File: src/gnl_pkg.sv
// Shared types and constants for the lattice gradient noise block.
// Used by gnl_ctrl, gnl_dp and gradient_noise_lattice; no dependencies.
package gnl_pkg;

    // Table geometry and coordinate format (fixed by the item fields)
    localparam int TABLE_SIZE      = 256;
    localparam int IDX_W           = $clog2(TABLE_SIZE);
    localparam int COORD_FRAC_BITS = 16;
    localparam int NUM_AXES        = 4;

    // Item operation codes
    typedef enum logic [1:0] {
        OP_EVAL = 2'd0,
        OP_PERM = 2'd1,
        OP_GRAD = 2'd2,
        OP_NONE = 2'd3
    } t_op;

    // Configuration register indexes
    typedef enum logic [2:0] {
        CFG_PERIODIC = 3'd0,
        CFG_PERIOD_X = 3'd1,
        CFG_PERIOD_Y = 3'd2,
        CFG_PERIOD_Z = 3'd3,
        CFG_PERIOD_W = 3'd4
    } t_cfg_idx;

    // Controller states
    typedef enum logic [3:0] {
        ST_IDLE,
        ST_PREP,
        ST_FIN,
        ST_HASH,
        ST_GRAD,
        ST_DOT,
        ST_CUR,
        ST_LCHK,
        ST_LMUL,
        ST_LADD,
        ST_OUT
    } t_state;

    // Commands from controller to datapath
    typedef struct packed {
        logic       capture;
        logic       perm_we;
        logic       grad_we;
        logic       mod_step;
        logic       sm_en;
        logic [1:0] sm_axis;
        logic       sm_phase;
        logic       mod_fin;
        logic       hash_rd;
        logic       grad_rd;
        logic       acc_clr;
        logic [1:0] k;
        logic [3:0] corner;
        logic       cur_load;
        logic       lvl_store;
        logic       lerp_mul;
        logic       lerp_add;
        logic [1:0] lvl_idx;
        logic       out_load;
    } t_cmd;

    // Status from datapath to controller
    typedef struct packed {
        logic out_free;
    } t_sts;

endpackage

File: src/gnl_ctrl.sv
// Sequencer for the noise block: preparation, corner hashing, gradient
// dot products, blend tree and result hand-off. Depends on gnl_pkg.
module gnl_ctrl (
    input  logic          i_clk,
    input  logic          i_rst_n,
    input  logic          i_valid,
    output logic          o_stall,
    input  logic [1:0]    i_op,
    input  logic [2:0]    i_dims,
    output gnl_pkg::t_cmd o_cmd,
    input  gnl_pkg::t_sts i_sts
);
    import gnl_pkg::*;

    t_state     r_state, n_state;
    logic [3:0] r_cnt, n_cnt;
    logic [2:0] r_dims, n_dims;
    logic [1:0] r_k, n_k;
    logic [3:0] r_corner, n_corner;
    logic [2:0] r_lvl, n_lvl;
    logic       w_accept;
    logic       w_last_k;
    logic [2:0] w_dims_norm;

    assign w_accept = i_valid && (r_state == ST_IDLE);
    assign o_stall  = (r_state != ST_IDLE);
    assign w_last_k = ({1'b0, r_k} == (r_dims - 3'd1));

    // Out-of-range dimension counts clamp to 1..4
    always_comb begin
        if (i_dims inside {[3'd5:3'd7]}) begin
            w_dims_norm = 3'd4;
        end else if (i_dims == 3'd0) begin
            w_dims_norm = 3'd1;
        end else begin
            w_dims_norm = i_dims;
        end
    end

    // Next state and counters
    always_comb begin
        n_state  = r_state;
        n_cnt    = r_cnt;
        n_dims   = r_dims;
        n_k      = r_k;
        n_corner = r_corner;
        n_lvl    = r_lvl;
        case (r_state)
            ST_IDLE: begin
                if (w_accept && (t_op'(i_op) == OP_EVAL)) begin
                    n_state = ST_PREP;
                    n_cnt   = 4'd0;
                    n_dims  = w_dims_norm;
                end
            end
            ST_PREP: begin
                n_cnt = r_cnt + 4'd1;
                if (r_cnt == 4'd15) begin
                    n_state = ST_FIN;
                end
            end
            ST_FIN: begin
                n_k      = 2'd0;
                n_corner = 4'd0;
                n_state  = ST_HASH;
            end
            ST_HASH: begin
                if (w_last_k) begin
                    n_k     = 2'd0;
                    n_state = ST_GRAD;
                end else begin
                    n_k = r_k + 2'd1;
                end
            end
            ST_GRAD: begin
                if (w_last_k) begin
                    n_state = ST_DOT;
                end else begin
                    n_k = r_k + 2'd1;
                end
            end
            ST_DOT: begin
                n_state = ST_CUR;
            end
            ST_CUR: begin
                n_lvl   = 3'd0;
                n_state = ST_LCHK;
            end
            ST_LCHK: begin
                if (r_lvl == r_dims) begin
                    n_state = ST_OUT;
                end else if (!r_corner[r_lvl[1:0]]) begin
                    n_corner = r_corner + 4'd1;
                    n_k      = 2'd0;
                    n_state  = ST_HASH;
                end else begin
                    n_state = ST_LMUL;
                end
            end
            ST_LMUL: begin
                n_state = ST_LADD;
            end
            ST_LADD: begin
                n_lvl   = r_lvl + 3'd1;
                n_state = ST_LCHK;
            end
            ST_OUT: begin
                if (i_sts.out_free) begin
                    n_state = ST_IDLE;
                end
            end
            default: begin
                n_state = ST_IDLE;
            end
        endcase
    end

    // Command outputs
    always_comb begin
        o_cmd         = '0;
        o_cmd.k       = r_k;
        o_cmd.corner  = r_corner;
        o_cmd.lvl_idx = r_lvl[1:0];
        o_cmd.sm_axis = r_cnt[2:1];
        o_cmd.sm_phase = r_cnt[0];
        case (r_state)
            ST_IDLE: begin
                o_cmd.capture = w_accept && (t_op'(i_op) == OP_EVAL);
                o_cmd.perm_we = w_accept && (t_op'(i_op) == OP_PERM);
                o_cmd.grad_we = w_accept && (t_op'(i_op) == OP_GRAD);
            end
            ST_PREP: begin
                o_cmd.mod_step = 1'b1;
                o_cmd.sm_en    = !r_cnt[3];
            end
            ST_FIN:  o_cmd.mod_fin = 1'b1;
            ST_HASH: begin
                o_cmd.hash_rd = 1'b1;
                o_cmd.acc_clr = (r_k == 2'd0);
            end
            ST_GRAD: o_cmd.grad_rd = 1'b1;
            ST_CUR:  o_cmd.cur_load = 1'b1;
            ST_LCHK: o_cmd.lvl_store = (r_lvl != r_dims) && !r_corner[r_lvl[1:0]];
            ST_LMUL: o_cmd.lerp_mul = 1'b1;
            ST_LADD: o_cmd.lerp_add = 1'b1;
            ST_OUT:  o_cmd.out_load = i_sts.out_free;
            default: o_cmd.capture = 1'b0;
        endcase
    end

    // State registers
    always_ff @(posedge i_clk) begin
        if (!i_rst_n) begin
            r_state  <= ST_IDLE;
            r_cnt    <= 4'd0;
            r_dims   <= 3'd1;
            r_k      <= 2'd0;
            r_corner <= 4'd0;
            r_lvl    <= 3'd0;
        end else begin
            r_state  <= n_state;
            r_cnt    <= n_cnt;
            r_dims   <= n_dims;
            r_k      <= n_k;
            r_corner <= n_corner;
            r_lvl    <= n_lvl;
        end
    end

endmodule

File: config.mk
export PLATFORM = sky130hd
export DESIGN_NAME = gnl_ctrl
export DESIGN_NICKNAME = d
export VERILOG_FILES = /design/src/gnl_pkg.sv /design/src/gnl_ctrl.sv
export SDC_FILE = /design/constraint.sdc
export NUM_CORES = 1
export LEC_CHECK = 0
export BUFFER_PORTS_ARGS = -buffer_cell sky130_fd_sc_hd__buf_2
export CORE_MARGIN = 5
export CORE_UTILIZATION = 48
export DETAILED_ROUTE_END_ITERATION = 6
export PLACE_DENSITY = 0.76
export SYNTH_ARGS = -nofsm -noshare
export SYNTH_HDL_FRONTEND = slang
export SYNTH_SLANG_ARGS = --single-unit
File: constraint.sdc
create_clock -name i_clk -period 1.7 [get_ports i_clk]
set_input_delay 0.17 -clock i_clk [delete_from_list [all_inputs] [get_ports i_clk]]
set_output_delay 0.17 -clock i_clk [all_outputs]
set_load 0.005 [all_outputs]
==> flow_metrics.env, run 1 <==
export IMPL_final_common_cell="buf_4"
export IMPL_place_gp_congestion=0.855
export IMPL_ios=35
export IMPL_cts_num_sinks=20
export IMPL_m1WireLength_mm=2.36
export IMPL_num_vias=1869
export IMPL_antenna_left=0
export IMPL_drv_cap=0
export IMPL_power_total_uw=2470
export IMPL_die_w_um=64.8
export IMPL_cts_buffer_depth=2
export IMPL_vias_per_cell=6.34
export IMPL_arrival_ps=1850
export IMPL_fmax_mhz=494
export IMPL_layout_common_cells="buf_4 (42), buf_6 (30), buf_2 (25), nand2_1 (15), dfxtp_1 (12)"
export IMPL_area_growth_pct=76.7
export IMPL_route_met3_wl_um=440
export IMPL_start_util_pct=48.5
export IMPL_place_hpwl_mm=3.07
export IMPL_path_class="register to primary output"
export IMPL_drc=0
export IMPL_ys_seq_area_share_pct=27.7
export IMPL_core_area_mm2=0.00298
export IMPL_synthCells=174
export IMPL_nets=277
export IMPL_postPlaceCellArea_mm2=0.00183
export IMPL_synth_area_mm2=0.00144
export IMPL_rrSetupSlack_ps=-260
export IMPL_critPathTopFamily="multiplexers"
export IMPL_required_ps=1530
export IMPL_wl_met2_mm=3.35
export IMPL_cpPeakStageDelay_ps=570
export IMPL_whs_ps=72.5
export IMPL_top_layer="met4"
export IMPL_fin_crit_sh_pct=119
export IMPL_hold_viol=0
export IMPL_fin_crit_ps=2020
export IMPL_whs_path_depth=2
export IMPL_power_density_mw_per_mm2=969
export IMPL_finalWorstSetupSlack_ps=-325
export IMPL_antenna_cells=0
export IMPL_irDropWorstVdd_mv=0.667
export IMPL_cp_cell_sequence="mux4_2 -> a311oi_4 -> buf_4 -> buf_6"
export IMPL_setup_tns_ps=-2460
export IMPL_p_leak_uw=0.00113
export IMPL_cp_slowest_cell="mux4_2"
export IMPL_clock_latency_ps=330
export IMPL_grt_overflow=0
export IMPL_maxSlewHeadroom_pct=62.9
export IMPL_nFillCells=130
export IMPL_port_buffer_count=34
export IMPL_hold_path_class="primary input to register"
export IMPL_grt_pass1_wl_mm=8.50
export IMPL_status="complete, but fails checks"
export IMPL_grt_pass1_vias=1801
export IMPL_cts_made_buffers=3
export IMPL_die_area_mm2=0.00420
export IMPL_synth_edf_count=0
export IMPL_end_kind="primary output"
export IMPL_cts_root_buf="clkbuf_4"
export IMPL_postSynthAreaPerCell_um2=8.30
export IMPL_fp_row_count=20
export IMPL_first_pass_iters=4
export IMPL_ys_warn_count=0
export IMPL_syn_num_nets=188
export IMPL_maxSlewViolCount=0
export IMPL_fin_area_mm2=0.00255
export IMPL_routedWlPerCell_um=22.3
export IMPL_ys_flop_type="dfxtp_1"
export IMPL_failed_checks="setup timing"
export IMPL_grt_max_degree=16
export IMPL_rr_worst_depth=7
export IMPL_rsz0062_at_grt="true"
export IMPL_crit_cells=4
export IMPL_cts_tree="built"
export IMPL_drt_iter0_drc=175
export IMPL_critPathMaxFanout=2
export IMPL_synth_cell_types=54
export IMPL_postLayoutCoreUtil_pct=85.7
export IMPL_drive_above_1_share_pct=61.1
export IMPL_clkSlewWorstSetupHoldPaths_ps=150
export IMPL_antenna_found_initial=0
export IMPL_ys_ff_latch=20
export IMPL_startpoint_type="register"
export IMPL_fp_dieH_um=64.8
export IMPL_setup_violations=21
export IMPL_ys_async_sr_fraction_pct=0
export IMPL_cp_buffers_inverters=2
export IMPL_worstMarginPinSlew_ps=556
export IMPL_grt_usage_pct=26.2
export IMPL_fin_worst_skew_ps=18.4
export IMPL_wirelength_mm=6.58
export IMPL_cts_max_level=1
## cells in the mapped netlist (5+ instances only)
master | count | area, um2
nand3_1 | 6 | 30.0
a21oi_1 | 9 | 45.0
nor3_1 | 5 | 25.0
nor2_1 | 13 | 48.8
a31oi_1 | 5 | 31.3
inv_1 | 13 | 48.8
ha_1 | 5 | 62.6
buf_4 | 6 | 45.0
nand2_1 | 17 | 63.8
dfxtp_1 | 20 | 400
## layer usage
| layer | vias to the layer above | GRT usage [%] |
|---|---|---|
| met5 | - | 0 |
| met4 | 0 | 16.1 |
| met3 | 41 | 5.03 |
| met2 | 108 | 50.4 |
| met1 | 914 | 25.1 |
| li1 | 806 | - |
## sequential cells by signal, indices dropped and copies added (netlist names)
register  cells
r_corner      4
r_dims        3
r_lvl         3
r_state       4
r_k           2
r_cnt         4
## what timing repair did
action | in CTS | in global routing
setup endpoints to repair | 22 | 30
setup buffers | 18 | 15
hold buffers | 0 | 0
gates resized for setup | 49 | 53
pin swaps | 15 | 24
## metrics by stage
stage | std cells | worst slack, ps
final | 295 | -325
after global routing | 295 | -340
after CTS | 282 | -251
after detailed placement | 260 | -66.1
after global placement | 260 | -62.3
after floorplan | 174 | -11.8
## logic make-up (layout without fill, tap and decap cells)
kind of cell	after synthesis	in the layout	synth area share, %
and+or+nand+nor	64	64	24.9
AOI/OAI and AO/OA	44	44	23.9
buffers and inverters	28	116	9.88
DFF	20	20	27.7
xor gates and xnor gates	8	8	4.85
adders and majority gates	5	5	4.33
muxes	5	5	4.42
## report_power, final
part	total [uW]	switching, uW	internal [uW]
sequential	571	55.2	515
clock	363	183	180
combinational	1540	740	798
## final timing paths
path	start	endpoint
setup / recovery	r_lvl[0]$_SDFFE_PN0P_	o_cmd[5]
hold / removal	i_dims[2]	r_dims[0]$_SDFFE_PN1P_
setup reg to reg	r_lvl[0]$_SDFFE_PN0P_	r_corner[3]$_SDFFE_PN0P_
hold reg to reg	r_cnt[3]$_SDFFE_PN0P_	r_cnt[3]$_SDFFE_PN0P_
## cell type report
class	count	area, um2	area share, %
clock buffers	4	47.5	1.86
inverters	14	62.6	2.45
multi-input cells	126	1180	46.4
flip-flops and latches	20	423	16.6
well taps	33	41.3	1.62
repair buffers	98	793	31.1
Power figures use the tool's default switching activity.
==> run 2, diff against run 1 <==
--- a/config.mk
+++ b/config.mk
@@ -13,3 +13,4 @@
 export SYNTH_ARGS = -nofsm -noshare
 export SYNTH_HDL_FRONTEND = slang
 export SYNTH_SLANG_ARGS = --single-unit
+export TNS_END_PERCENT = 5
==> run 2 against run 1 <==
Against the previous run:
- the flow still finishes with violations (setup timing)
- hold slack better by 38 ps
- critical path depth stayed put
- sequential share of layout area grew 4.9 points
- die area unchanged
- routed wire length is 43% lower
- first-iteration DRC count decreased by 49%
- largest cell class unchanged
==> flow_metrics.env, run 2 (synthesized netlist as in run 1, its figures left out) <==
export IMPL_fin_crit_ps=2000
export IMPL_maxSlewHeadroom_pct=69.2
export IMPL_place_gp_congestion=0.885
export IMPL_cts_tree="built"
export IMPL_reg_largest_list="r_cnt x4, r_corner x4, r_state x4"
export IMPL_die_w_um=64.8
export IMPL_fp_dieH_um=64.8
export IMPL_final_common_cell="buf_2"
export IMPL_place_hpwl_mm=2.77
export IMPL_grt_pass1_wl_mm=6.22
export IMPL_irDropWorstVdd_mv=0.514
export IMPL_routedWlPerCell_um=14.3
export IMPL_grt_max_degree=12
export IMPL_drc=0
export IMPL_layout_common_cells="buf_2 (31), buf_4 (26), nand2_1 (17), dfxtp_1 (13)"
export IMPL_cts_root_buf="clkbuf_4"
export IMPL_fin_worst_skew_ps=0.923
export IMPL_end_kind="primary output"
export IMPL_antenna_cells=0
export IMPL_setup_tns_ps=-1430
export IMPL_critPathMaxFanout=4
export IMPL_cts_buffer_depth=2
export IMPL_hold_viol=0
export IMPL_die_area_mm2=0.00420
export IMPL_antenna_found_initial=0
export IMPL_status="complete, but fails checks"
export IMPL_setup_violations=12
export IMPL_worstMarginPinSlew_ps=461
export IMPL_clkSlewWorstSetupHoldPaths_ps=110
export IMPL_maxSlewViolCount=0
export IMPL_path_class="register to primary output"
export IMPL_cts_max_level=1
export IMPL_cts_made_buffers=3
export IMPL_arrival_ps=1830
export IMPL_drive_above_1_share_pct=42.8
export IMPL_failed_checks="setup timing"
export IMPL_vias_per_cell=5.63
export IMPL_drv_cap=0
export IMPL_start_util_pct=48.5
export IMPL_area_growth_pct=35.1
export IMPL_wirelength_mm=3.76
export IMPL_antenna_left=0
export IMPL_place_worst_setup_slack_ps=-69.8
export IMPL_hold_path_class="primary input to register"
export IMPL_core_area_mm2=0.00298
export IMPL_port_buffer_count=34
export IMPL_finalWorstSetupSlack_ps=-304
export IMPL_dp_cells=256
export IMPL_fmax_mhz=499
export IMPL_first_pass_iters=4
export IMPL_postPlaceCellArea_mm2=0.00180
export IMPL_rsz0062_at_grt="true"
export IMPL_fp_row_count=20
export IMPL_power_density_mw_per_mm2=897
export IMPL_ios=35
export IMPL_finalNonFillerCells=262
export IMPL_p_leak_uw=0.000883
export IMPL_startpoint_type="register"
export IMPL_nFillCells=251
export IMPL_fin_area_mm2=0.00195
export IMPL_fin_crit_sh_pct=118
export IMPL_num_vias=1474
export IMPL_grt_overflow=0
export IMPL_required_ps=1530
export IMPL_grt_pass1_vias=1418
export IMPL_grt_usage_pct=18.5
export IMPL_cts_num_sinks=20
export IMPL_clock_latency_ps=300
export IMPL_drt_iter0_drc=89
export IMPL_power_total_uw=1750
export IMPL_nets=244
## run 2: per-stage QoR
stage                     hold WS (ps)  util (%)
after floorplan                    314         -
after global placement             434      60.5
after detailed placement           448      60.5
after CTS                          131      62.5
after global routing               126      65.5
final                              111      65.5
## run 2: power by group
part	switching [uW]	internal (uW)
Clock	147	131
Combinational	444	458
Sequential	57.8	512
## run 2: area by class of cell
cell class                 instances  area, um2  share of cell area, %
timing repair buffer              65        440                   22.6
multi-input combinational        126        953                   48.9
clock buffer                       4       36.3                   1.86
tap                               33       41.3                   2.12
sequential                        20        419                   21.5
inverter                          14       60.1                   3.08
## run 2: routing by layer
metal	share of wire [%]	GRT usage (%)	vias to the layer above
met2	51	32.1	30
li1	-	-	740
met4	1.7	7.39	0
met1	44	22.9	695
met5	0	0	-
met3	3.7	2.43	9
## run 2: worst max-delay path, cell delays in order (launching register included)
cell      delay [ps]
dfxtp_4          370
mux4_2           550
a311oi_4         370
buf_6            160
buf_6             90
## run 2: path summary, 6_finish.rpt
check,start,cells after the start,slack (ps),to
setup reg to reg,r_lvl[0]$_SDFFE_PN0P_,5,-190,r_corner[0]$_SDFFE_PN0P_
hold / removal,i_dims[2],2,110,r_dims[0]$_SDFFE_PN1P_
hold reg to reg,r_k[0]$_SDFFE_PN0P_,2,520,r_k[0]$_SDFFE_PN0P_
setup / recovery,r_lvl[0]$_SDFFE_PN0P_,4,-300,o_cmd[5]
## run 2: what timing repair did
item / 4_1_cts / 5_1_grt
pin swaps: 1 / 3
hold buffers: 0 / 0
hold endpoints to repair: 0 / 0
resized for setup: 8 / 23
setup endpoints to repair: 16 / 25
setup buffers: 0 / 2
